File: config.mk
export PLATFORM = sky130hd
export DESIGN_NAME = forwarding_table_exact_match
export DESIGN_NICKNAME = d
export VERILOG_FILES = /design/src/rtl/ftem_pkg.sv /design/src/rtl/ftem_cell.sv /design/src/rtl/forwarding_table_exact_match.sv
export SDC_FILE = /design/constraint.sdc
export NUM_CORES = 1
export LEC_CHECK = 0
export ABC_CLOCK_PERIOD_IN_PS = 4500
export BUFFER_PORTS_ARGS = -buffer_cell sky130_fd_sc_hd__buf_2
export CORE_ASPECT_RATIO = 0.75
export CORE_MARGIN = 8
export CORE_UTILIZATION = 25
export DETAILED_ROUTE_END_ITERATION = 10
export PLACE_DENSITY_LB_ADDON = 0.1
export SLEW_MARGIN = 20
export SYNTH_ARGS = -nofsm -noshare
export SYNTH_HDL_FRONTEND = slang
export SYNTH_SLANG_ARGS = --single-unit
File: constraint.sdc
create_clock -name clk -period 4.5 [get_ports clk]
set_input_delay 0.675 -clock clk [delete_from_list [all_inputs] [get_ports clk]]
set_output_delay 0.675 -clock clk [all_outputs]
set_load 0.03 [all_outputs]
File: src/rtl/ftem_pkg.sv
// Shared types and codes for the exact-match forwarding table.
// Used by ftem_cell and forwarding_table_exact_match.
package ftem_pkg;

  typedef enum logic [1:0] {
    MODE_LOOKUP = 2'd0,
    MODE_SET    = 2'd1,
    MODE_DELETE = 2'd2,
    MODE_FLUSH  = 2'd3
  } ftem_mode_t;

  typedef enum logic [1:0] {
    STATUS_OK        = 2'd0,
    STATUS_FULL      = 2'd1,
    STATUS_NOT_FOUND = 2'd2
  } ftem_status_t;

  typedef enum logic [2:0] {
    S_IDLE   = 3'b001,
    S_SCAN   = 3'b010,
    S_RESULT = 3'b100
  } ftem_state_t;

  // search token handed from cell to cell
  typedef struct packed {
    logic valid;
    logic hit;
    logic free;
  } ftem_tok_t;

  // update broadcast to every cell after a search, or on a flush
  typedef struct packed {
    logic flush;
    logic wr_hit;
    logic wr_free;
    logic clr_hit;
  } ftem_cmd_t;

endpackage

File: src/rtl/ftem_cell.sv
// One slot of the forwarding table: holds used bit, key and flow, marks itself
// while the search token passes, and applies the broadcast update. Uses ftem_pkg.
module ftem_cell #(
  parameter int ADDR_BITS = 32,
  parameter int FLOW_BITS = 16
) (
  input  logic                 clk,
  input  logic                 rst,
  input  ftem_pkg::ftem_tok_t  tok_in,
  input  logic [FLOW_BITS-1:0] flow_in,
  output ftem_pkg::ftem_tok_t  tok_out,
  output logic [FLOW_BITS-1:0] flow_out,
  input  logic [ADDR_BITS-1:0] addr,
  input  logic [FLOW_BITS-1:0] wr_flow,
  input  ftem_pkg::ftem_cmd_t  cmd
);
  import ftem_pkg::*;

  logic                 used;
  logic [ADDR_BITS-1:0] key;
  logic [FLOW_BITS-1:0] flow;
  logic                 mark_hit;
  logic                 mark_free;
  logic                 hit_here;
  logic                 free_here;
  logic                 do_wr_hit;
  logic                 do_wr_free;

  assign hit_here   = used && (key == addr);
  assign free_here  = !used;
  assign do_wr_hit  = cmd.wr_hit && mark_hit;
  assign do_wr_free = cmd.wr_free && mark_free;

  always_ff @(posedge clk) begin
    if (rst) begin
      used      <= 1'b0;
      mark_hit  <= 1'b0;
      mark_free <= 1'b0;
      tok_out   <= '0;
    end else begin
      if (tok_in.valid) begin
        tok_out.valid <= 1'b1;
        tok_out.hit   <= tok_in.hit | hit_here;
        tok_out.free  <= tok_in.free | free_here;
        mark_hit      <= hit_here;
        mark_free     <= free_here && !tok_in.free;
      end else begin
        tok_out <= '0;
      end
      if (cmd.flush) begin
        used <= 1'b0;
      end else if (do_wr_free) begin
        used <= 1'b1;
      end else if (cmd.clr_hit && mark_hit) begin
        used <= 1'b0;
      end
    end
  end

  always_ff @(posedge clk) begin
    flow_out <= hit_here ? flow : flow_in;
    if (do_wr_hit || do_wr_free) begin
      flow <= wr_flow;
    end
    if (do_wr_free) begin
      key <= addr;
    end
  end

endmodule

File: src/rtl/forwarding_table_exact_match.sv
// Top level of the exact-match forwarding table: command control, default
// route and the chain of ftem_cell slots. Uses ftem_pkg and ftem_cell.
//
// One command is handled at a time. Lookup, set and delete of a nonzero
// address send a search token down the row of ENTRIES cells, one cell per
// cycle, before the result is registered. Commands on the default entry
// (address 0) and flush need no search and go straight to the result. The
// result stays on the output until it is transferred; no new command is taken
// before that.
module forwarding_table_exact_match #(
  parameter int ENTRIES   = 16,
  parameter int ADDR_BITS = 32,
  parameter int FLOW_BITS = 16
) (
  input  logic                 clk,
  input  logic                 rst,
  input  logic                 req_valid,
  output logic                 req_stall,
  input  logic [1:0]           mode,
  input  logic [ADDR_BITS-1:0] address,
  input  logic [FLOW_BITS-1:0] flow_id,
  output logic                 rsp_valid,
  input  logic                 rsp_stall,
  output logic                 flow_valid,
  output logic [FLOW_BITS-1:0] flow_out,
  output logic [1:0]           status
);
  import ftem_pkg::*;

  ftem_state_t          state;
  ftem_mode_t           req_mode;
  ftem_mode_t           op_mode;
  logic [ADDR_BITS-1:0] op_addr;
  logic [FLOW_BITS-1:0] op_flow;
  logic                 launch;
  ftem_cmd_t            cmd;
  logic                 default_present;
  logic [FLOW_BITS-1:0] default_flow;
  logic                 accept;

  ftem_tok_t            tok   [ENTRIES+1];
  logic [FLOW_BITS-1:0] flows [ENTRIES+1];
  ftem_tok_t            tok_end;

  assign req_mode  = ftem_mode_t'(mode);
  assign req_stall = (state != S_IDLE);
  assign rsp_valid = (state == S_RESULT);
  assign accept    = req_valid && !req_stall;

  assign tok[0]   = '{valid: launch, hit: 1'b0, free: 1'b0};
  assign flows[0] = '0;
  assign tok_end  = tok[ENTRIES];

  for (genvar i = 0; i < ENTRIES; i++) begin : g_cell
    ftem_cell #(
      .ADDR_BITS(ADDR_BITS),
      .FLOW_BITS(FLOW_BITS)
    ) u_cell (
      .clk     (clk),
      .rst     (rst),
      .tok_in  (tok[i]),
      .flow_in (flows[i]),
      .tok_out (tok[i+1]),
      .flow_out(flows[i+1]),
      .addr    (op_addr),
      .wr_flow (op_flow),
      .cmd     (cmd)
    );
  end

  always_ff @(posedge clk) begin
    if (rst) begin
      state           <= S_IDLE;
      launch          <= 1'b0;
      cmd             <= '0;
      default_present <= 1'b0;
    end else begin
      launch <= 1'b0;
      cmd    <= '0;
      unique case (state)
        S_IDLE: begin
          if (accept) begin
            if (req_mode == MODE_FLUSH) begin
              cmd.flush       <= 1'b1;
              default_present <= 1'b0;
              state           <= S_RESULT;
            end else if (address == '0) begin
              if (req_mode == MODE_SET) begin
                default_present <= 1'b1;
              end else if (req_mode == MODE_DELETE) begin
                default_present <= 1'b0;
              end
              state <= S_RESULT;
            end else begin
              launch <= 1'b1;
              state  <= S_SCAN;
            end
          end
        end
        S_SCAN: begin
          if (tok_end.valid) begin
            if (op_mode == MODE_SET) begin
              if (tok_end.hit) begin
                cmd.wr_hit <= 1'b1;
              end else if (tok_end.free) begin
                cmd.wr_free <= 1'b1;
              end
            end else if (op_mode == MODE_DELETE && tok_end.hit) begin
              cmd.clr_hit <= 1'b1;
            end
            state <= S_RESULT;
          end
        end
        S_RESULT: begin
          if (!rsp_stall) begin
            state <= S_IDLE;
          end
        end
        default: state <= S_IDLE;
      endcase
    end
  end

  always_ff @(posedge clk) begin
    if (accept) begin
      op_mode    <= req_mode;
      op_addr    <= address;
      op_flow    <= flow_id;
      flow_valid <= 1'b0;
      flow_out   <= '0;
      status     <= STATUS_OK;
      if (address == '0) begin
        case (req_mode)
          MODE_LOOKUP: begin
            flow_valid <= default_present;
            flow_out   <= default_present ? default_flow : '0;
          end
          MODE_SET:    default_flow <= flow_id;
          MODE_DELETE: begin
            if (!default_present) begin
              status <= STATUS_NOT_FOUND;
            end
          end
          default: ;
        endcase
      end
    end else if (state == S_SCAN && tok_end.valid) begin
      case (op_mode)
        MODE_LOOKUP: begin
          if (tok_end.hit) begin
            flow_valid <= 1'b1;
            flow_out   <= flows[ENTRIES];
          end else begin
            flow_valid <= default_present;
            flow_out   <= default_present ? default_flow : '0;
          end
        end
        MODE_SET: begin
          if (!tok_end.hit && !tok_end.free) begin
            status <= STATUS_FULL;
          end
        end
        MODE_DELETE: begin
          if (!tok_end.hit) begin
            status <= STATUS_NOT_FOUND;
          end
        end
        default: ;
      endcase
    end
  end

  a_cmd_onehot: assert property (@(posedge clk) disable iff (rst)
    $onehot0(cmd))
    else $error("more than one update broadcast at once");

  a_cmd_in_result: assert property (@(posedge clk) disable iff (rst)
    (cmd != '0) |-> (state == S_RESULT))
    else $error("update broadcast outside result state");

  a_end_in_scan: assert property (@(posedge clk) disable iff (rst)
    tok_end.valid |-> (state == S_SCAN))
    else $error("search token left the chain outside a search");

  a_launch_scan: assert property (@(posedge clk) disable iff (rst)
    launch |-> (state == S_SCAN) && (op_addr != '0))
    else $error("search launched without a nonzero address");

endmodule

==> results of run 1 <==
## routing by layer
metal  global-route usage [%]  wire, microns
met5                        0              0
met4                     3.25           2020
met3                     2.40           7320
met2                     14.8          42000
met1                     18.7          59500
## final cells by class
class                   count  area (sq um)
flip-flops and latches   1214         32800
repair buffers            159          1330
clock buffers             182          3630
fillers                 17600        125000
diodes                     11          27.5
multi-input cells        1238         10400
clock inverters            60           533
well taps                2380          2980
inverters                  61           229
## stage by stage
stage,util (%),instance area [sq um],power [mW]
floorplan,-,44400,12.9
global placement,27.0,47800,13.4
detailed placement,27.0,47800,13.4
CTS,29.3,51900,24.1
global route,29.3,51900,24.6
finish,29.3,52000,23.7
## power groups by stage
| stage | logic (mW) | registers, mW | clock network (mW) |
|---|---|---|---|
| floorplan | 0.507 | 12.4 | 0 |
| global placement | 0.984 | 12.4 | 0 |
| detailed placement | 0.992 | 12.4 | 0 |
| CTS | 0.997 | 12.2 | 10.9 |
| global route | 1.05 | 12.2 | 11.4 |
| finish | 0.972 | 12.2 | 10.5 |
## how the worst max path moves through the flow
stage / startpoint / to / slack (ns) / cells after the start
global route: op_addr[14] / g_cell[9].u_cell.flow_out[13] / 1.05 / 6
detailed placement: op_addr[14] / g_cell[9].u_cell.flow_out[2] / 1.12 / 6
global placement: op_addr[14] / g_cell[9].u_cell.flow_out[0] / 0.50 / 6
finish: op_addr[26] / g_cell[3].u_cell.flow_out[12] / 1.16 / 5
CTS: op_addr[14] / g_cell[9].u_cell.flow_out[2] / 1.11 / 6
floorplan: req_valid / flow_out[10] / 1.52 / 7
## cell usage in the layout (no fill, tap or decap), types with 3 or more instances in the layout
cell type,Yosys,final
edfxtp_1,853,853
dfxtp_1,361,361
xnor2_1,339,339
mux2_2,189,189
xor2_1,162,162
clkbuf_16,0,135
nand4_1,81,81
buf_2,5,74
inv_1,61,60
nor2_1,59,59
buf_4,14,59
a21oi_1,50,50
mux2_4,49,49
nor4_1,46,46
clkbuf_1,16,39
and2_1,35,35
nand2b_1,32,32
buf_12,1,25
nand2_1,24,24
clkinv_2,0,23
nand3_1,22,22
clkinv_1,0,20
nor3_1,19,19
a22o_1,16,16
a21o_1,16,16
mux2i_1,15,15
o22ai_1,14,14
nor4_2,12,12
diode_2,0,11
nand3_2,10,10
and3_1,8,8
o21ai_0,7,7
clkbuf_8,0,7
bufinv_16,0,7
clkinv_8,0,6
inv_6,0,4
or3_1,3,3
nor3b_1,3,3
## cell usage after synthesis (all sizes together), types with 8 or more instances
| master | number | area [sq um] |
|---|---|---|
| nand2b | 32 | 200 |
| mux2i | 15 | 150 |
| and3 | 8 | 50.1 |
| nand3 | 32 | 210 |
| nor3 | 20 | 105 |
| and2 | 35 | 219 |
| edfxtp | 853 | 25600 |
| xnor2 | 341 | 3000 |
| nand2 | 24 | 90.1 |
| inv | 61 | 229 |
| nor4 | 58 | 438 |
| nand4 | 83 | 549 |
| nor2 | 59 | 221 |
| dfxtp | 361 | 7230 |
| a21o | 16 | 120 |
| buf | 84 | 867 |
| clkbuf | 16 | 60.1 |
| o22ai | 14 | 87.6 |
| xor2 | 162 | 1420 |
| a22o | 16 | 140 |
| a21oi | 50 | 250 |
| mux2 | 240 | 2890 |
## sequential cells by signal (all words and copies together), names as in the netlist, 16 cells and up
signal,flops
g_cell.u_cell.key,512
g_cell.u_cell.flow,256
g_cell.u_cell.flow_out,256
g_cell.u_cell.tok_out,48
op_addr,32
default_flow,16
flow_out,16
g_cell.u_cell.mark_free,16
g_cell.u_cell.mark_hit,16
g_cell.u_cell.used,16
op_flow,16
## cell families after synthesis
kind of cell	after synthesis	share of synthesized area [%]
compound gates	119	1.74
xor+xnor	503	9.96
buf+inv	161	2.60
flops	1214	74.0
mux	255	6.84
simple gates	361	4.87
## critical path, stage by stage (launching register included)
cell and delay (ns):
edfxtp_1 0.59, xor2_1 0.25, nor4_1 0.90, nand4_1 0.18, or3_1 0.80, mux2_4 0.45
==> qor.csv, run 1 <==
stage;metric;value;unit
route;wl_per_cell;20.9;microns
synthesis;ys.flop_type;edfxtp_1;
setup_path;r2r_start;op_addr[26];
setup_path;end_kind;flop;
job;max_cap_viol_count;0;
sta;slew_headroom;30.4;%
synthesis;synthArstFlopShare;0;%
synthesis;ys_warn_count;0;
die;start_util;25.0;%
hold_path;hp-start;flow_id[7];
clock_tree;cts_setup_buffers;0;
synthesis;postSynthNetCount;2667;
setup_path;crit_type;reg -> reg;
sta;setup-violations-final;0;
route;wl;111000;microns
pwr;pwr-share-comb;4.1;%
setup_path;cp.required;5.12;ns
placement;numPortBuffers;74;
clock_tree;htreeDepth;4;
route;vias;21100;
placement;dp_worst_setup_slack;1.12;ns
setup_path;r2r_slack;1.16;ns
die;die_w;503;microns
grt;grt_pass1_wl;161000;microns
pwr;power.internal;18.4;mW
setup_path;crit_fanout;18;
pwr;pwr-share-seq;51.4;%
synthesis;netlist_area;44400;sq um
synthesis;ys_types;52;
route;drtPass1Iterations;5;
setup_path;cp.arrival;3.95;ns
placement;dp.cells;5052;
die;dieArea;191000;sq um
pwr;p_sw;5.23;mW
finish;drive_above_1_share;21.0;%
sta;worst_pin_slew;1.04;ns
pwr;leakagePower;17.6;nW
pwr;ir_worst_vdd;0.000276;V
die;fp.coreArea;177000;sq um
die;num_rows;134;
placement;hpwl;71100;microns
grt;overflow;0;
route;ant_nets;0;
grt;antenna_found_initial;12;
die;io_pins;75;
grt;grt_max_degree;55;
grt;grt_pass1_vias;21900;
hold_path;holdPathStages;1;
sta;slew_violations;0;
clock_tree;cts_max_path_buffers;3;
die;dieHeight;381;microns
route;drc;0;
clock_tree;clock-sinks;1214;
setup_path;cp-start-kind;flop;
sta;clock_skew;0.0289;ns
synthesis;ys_ff_latch;1214;
clock_tree;insertion_delay;0.76;ns
sta;fin_crit_sh;74.1;%
setup_path;reg2regPathDepth;5;
synthesis;ys_seq_area_share;74.0;%
sta;hold_viol_final;0;
sta;timing.final.ws_setup;1.16;ns
finish;final_cells;5305;
clock_tree;cts_hold_buf;0;
clock_tree;cts_tree;built;
hold_path;hold_path_end;default_flow[7];
sta;period_minus_slack;3.34;ns
setup_path;r2r-end;g_cell[3].u_cell.flow_out[12];
finish;nNetsFinal;2859;
synthesis;postSynthCellCount;2613;
synthesis;synth-edff-count;853;
grt;track_usage;11.5;%
clock_tree;root_buffer;clkbuf_16;
hold_path;hold_class;in -> reg;
sta;rsz0062_at_grt;false;
pwr;power_density;455;nW/um^2
sta;fmax;0.300;GHz
finish;area_growth;17.1;%
placement;place.gp.congestion;0.717;
clock_tree;clkTransAtPathRegs;0.06;ns
clock_tree;cts_buffers;131;
route;viasPerCell;3.99;
synthesis;avgSynthCellArea;17.0;sq um
sta;fin_tns_setup;0;ns
sta;fin_hold_ws;0.119;ns
pwr;clockPowerShare;44.5;%
route;first_iter_violations;1640;
outcome;status;finished clean;
pwr;p_sw_share;22.1;%
clock_tree;cts_resized;0;
(Power assumes the default switching activity.)
==> run 2: changes to the inputs <==
--- a/config.mk
+++ b/config.mk
@@ -5,7 +5,8 @@
 export SDC_FILE = /design/constraint.sdc
 export NUM_CORES = 1
 export LEC_CHECK = 0
-export ABC_CLOCK_PERIOD_IN_PS = 4500
+export ABC_AREA = 1
+export ABC_CLOCK_PERIOD_IN_PS = 3000
 export BUFFER_PORTS_ARGS = -buffer_cell sky130_fd_sc_hd__buf_2
 export CORE_ASPECT_RATIO = 0.75
 export CORE_MARGIN = 8
==> constraint.sdc (replaced) <==
create_clock -name clk -period 3 [get_ports clk]
set_input_delay 0.45 -clock clk [delete_from_list [all_inputs] [get_ports clk]]
set_output_delay 0.45 -clock clk [all_outputs]
set_load 0.03 [all_outputs]
==> run 2 against run 1 <==
  * First-iteration DRC count rose by 130%
  * Hold slack got worse by 0.0080 ns
  * Design area rose by 18%
  * Power rose by 62%
  * Setup slack got worse by 0.86 ns
  * Clock skew rose by 0.0053 ns
  * Combinational power rose to 3.3 times the previous value
  * Clock-buffer cell count rose by 1
  * Die area rose by 16%
  * Sequential share of layout area fell by 9.7 points
  * Via count rose by 79%
  * Sequential power rose by 49%
  * Critical path type unchanged
  * Critical endpoint is now g_cell[9].u_cell.flow_out[5]
  * Largest cell class unchanged
  * Highest routed layer unchanged
==> qor.csv, run 2 <==
stage;metric;value;unit
pwr;p_sw;9.94;mW
grt;grt_pass1_wl;281000;microns
setup_path;cp.required;3.64;ns
synthesis;synth_top_area_share;49.3;%
synthesis;synth-compound-area-share;3.21;%
clock_tree;clock-sinks;1214;
finish;drive_above_1_share;9.58;%
setup_path;crit_top_cell;nand2_1;
sta;fin_hold_ws;0.111;ns
grt;overflow;0;
die;dieArea;223000;sq um
setup_path;slowest_delay;0.75;ns
route;vias;37800;
synthesis;ys_warn_count;0;
clock_tree;clkTransAtPathRegs;0.06;ns
setup_path;cp_slowest_cell;edfxtp_1;
setup_path;r2r_slack;0.31;ns
route;ant_nets;0;
synthesis;ys_seq_area_share;63.2;%
finish;largest_reg_flops;512;
synthesis;synth_most_common_cell;nand2_1;
synthesis;synthTopCellsByArea;edfxtp_1 49%, nand2_1 14%, dfxtp_1 14%;
finish;area_growth;18.2;%
setup_path;crit_type;reg -> reg;
setup_path;cp-endpoint;g_cell[9].u_cell.flow_out[5];
sta;setup-violations-final;0;
synthesis;synth-xor-area-share;2.89;%
synthesis;postSynthCellCount;5476;
pwr;pwr-share-comb;8.5;%
route;first_iter_violations;3811;
sta;clock_skew;0.0342;ns
setup_path;r2r-end;g_cell[9].u_cell.flow_out[5];
route;wl;200000;microns
finish;largest_register;g_cell.u_cell.key;
synthesis;postSynthNetCount;5530;
clock_tree;insertion_delay;0.78;ns
synthesis;synthArstFlopShare;0;%
grt;track_usage;17.6;%
finish;final_cell_mix;1952 x nand2_1, 853 x edfxtp_1, 637 x inv_1;
pwr;ir_worst_vdd;0.000515;V
setup_path;cp-start-kind;flop;
synthesis;synth_top_family_by_area;simple AND/OR/NAND/NOR gates;
sta;slew_headroom;29.9;%
finish;nNetsFinal;5824;
sta;timing.final.ws_setup;0.307;ns
grt;grt_pass1_vias;37200;
setup_path;path_cells;inv_1, nand2_1, nand2_1, nor2_1, nand4_1, nor2_1, nand3_2, buf_4, nand2_1, nand2_1;
placement;hpwl;134000;microns
sta;fin_tns_setup;0;ns
die;fp.coreArea;208000;sq um
synthesis;netlist_area;52000;sq um
setup_path;r2r_start;op_addr[24];
grt;antenna_found_initial;31;
sta;hold_viol_final;0;
die;start_util;25.0;%
synthesis;synth-adder-area-share;0;%
die;num_rows;145;
clock_tree;root_buffer;clkbuf_16;
die;die_w;543;microns
finish;reg.largest.list;g_cell.u_cell.key: 512 flops, g_cell.u_cell.flow: 256 flops, g_cell.u_cell.flow_out: 256 flops;
job;max_cap_viol_count;0;
synthesis;synth-simple-area-share;23.5;%
pwr;pwr-share-seq;47.6;%
die;io_pins;75;
synthesis;synth_common_cells;1952 x nand2_1, 853 x edfxtp_1, 637 x inv_1;
clock_tree;cts_resized;0;
clock_tree;htreeDepth;4;
hold_path;hold_class;in -> reg;
grt;grt_max_degree;40;
die;dieHeight;411;microns
route;viasPerCell;4.35;
setup_path;cp.arrival;3.33;ns
synthesis;ys.flop_type;edfxtp_1;
clock_tree;cts_tree;built;
sta;worst_pin_slew;1.05;ns
route;wl_per_cell;23.0;microns
finish;num-fill-cells;22000;
synthesis;avgSynthCellArea;9.49;sq um
sta;rsz0062_at_grt;false;
synthesis;ys_types;47;
sta;slew_violations;0;
placement;place.gp.congestion;0.844;
pwr;power.internal;28.3;mW
clock_tree;cts_max_path_buffers;3;
pwr;power_density;623;nW/um^2
sta;fin_crit_sh;89.8;%
setup_path;end_kind;flop;
placement;dp_worst_setup_slack;0.296;ns
sta;period_minus_slack;2.69;ns
outcome;status;finished clean;
route;drtPass1Iterations;8;
pwr;leakagePower;25.5;nW
synthesis;ys_ff_latch;1214;
pwr;p_sw_share;26.0;%
route;drc;0;
pwr;clockPowerShare;43.9;%
finish;layout_commonest_cell;nand2_1;
clock_tree;cts_buffers;140;
synthesis;synth-edff-count;853;
setup_path;reg2regPathDepth;10;
synthesis;synthMuxAreaShare;0;%
placement;numPortBuffers;74;
setup_path;crit_start;op_addr[24];
sta;fmax;0.371;GHz
synthesis;synth_area_leader_cell;edfxtp_1;
setup_path;crit_fanout;16;
## run 2: per-layer routing
layer  vias up  wire (microns)  track usage [%]
li1      18200               -                -
met1     18100          105000             28.2
met2      1263           78000             24.4
met3       209           13200             2.94
met4         0            3630             3.49
met5         -               0                0
## run 2: worst max-delay path: cells and delay by family (launching register included)
family                 cells  cell delay, ns
DFF                        1            0.75
buffers and inverters      2            0.64
and+or+nand+nor            8            1.14
## run 2: kinds of logic after synthesis
kind of cell / after synthesis
AOI/OAI and AO/OA: 328
xor gates and xnor gates: 168
buffers and inverters: 826
DFF: 1214
and+or+nand+nor: 2940
## run 2: timing repair
item	CTS	global route
hold endpoints to repair	69	0
buffers inserted	0	0
hold buffers	52	0
setup endpoints to repair	0	0
## run 2: worst min-delay path by stage
stage,slack (ns),cells past startpoint,start,to
3_5_place_dp,0.40,2,g_cell[5].u_cell.flow_out[5],g_cell[6].u_cell.flow_out[5]
4_1_cts,0.02,1,address[20],op_addr[20]
6_report,0.11,1,address[20],op_addr[20]
3_3_place_gp,0.42,2,g_cell[6].u_cell.flow_out[1],g_cell[7].u_cell.flow_out[1]
2_1_floorplan,0.40,2,g_cell[10].u_cell.flow_out[0],g_cell[11].u_cell.flow_out[0]
5_1_grt,0.03,1,address[20],op_addr[20]
## run 2: through the flow
stage | total power, mW | utilization, % | instances | cell area, sq um
finish | 38.2 | 29.6 | 8690 | 61400
global route | 39.6 | 29.6 | 8681 | 61400
CTS | 38.8 | 29.6 | 8680 | 61400
detailed placement | 21.7 | 27.2 | 8369 | 56400
global placement | 21.8 | 27.2 | 8369 | 56400
floorplan | 20.1 | - | 5476 | 52000
## run 2: cell type report
class / instances / area (sq um) / area share (%)
flip-flops and latches: 1214 / 32800 / 53.5
inverters: 669 / 2520 / 4.11
repair buffers: 309 / 2720 / 4.42
multi-input cells: 3436 / 15400 / 25.0
diodes: 10 / 25.0 / 0.0407
clock buffers: 183 / 3790 / 6.17
clock inverters: 76 / 656 / 1.07
well taps: 2793 / 3490 / 5.69
## run 2: power groups by stage
| stage | registers, mW | clock network (mW) | logic (mW) |
|---|---|---|---|
| 3_3_place_gp | 18.6 | 0 | 3.17 |
| 5_1_grt | 18.2 | 18.0 | 3.44 |
| 3_5_place_dp | 18.6 | 0 | 3.17 |
| 2_1_floorplan | 18.7 | 0 | 1.38 |
| 4_1_cts | 18.2 | 17.4 | 3.23 |
| 6_report | 18.2 | 16.8 | 3.24 |
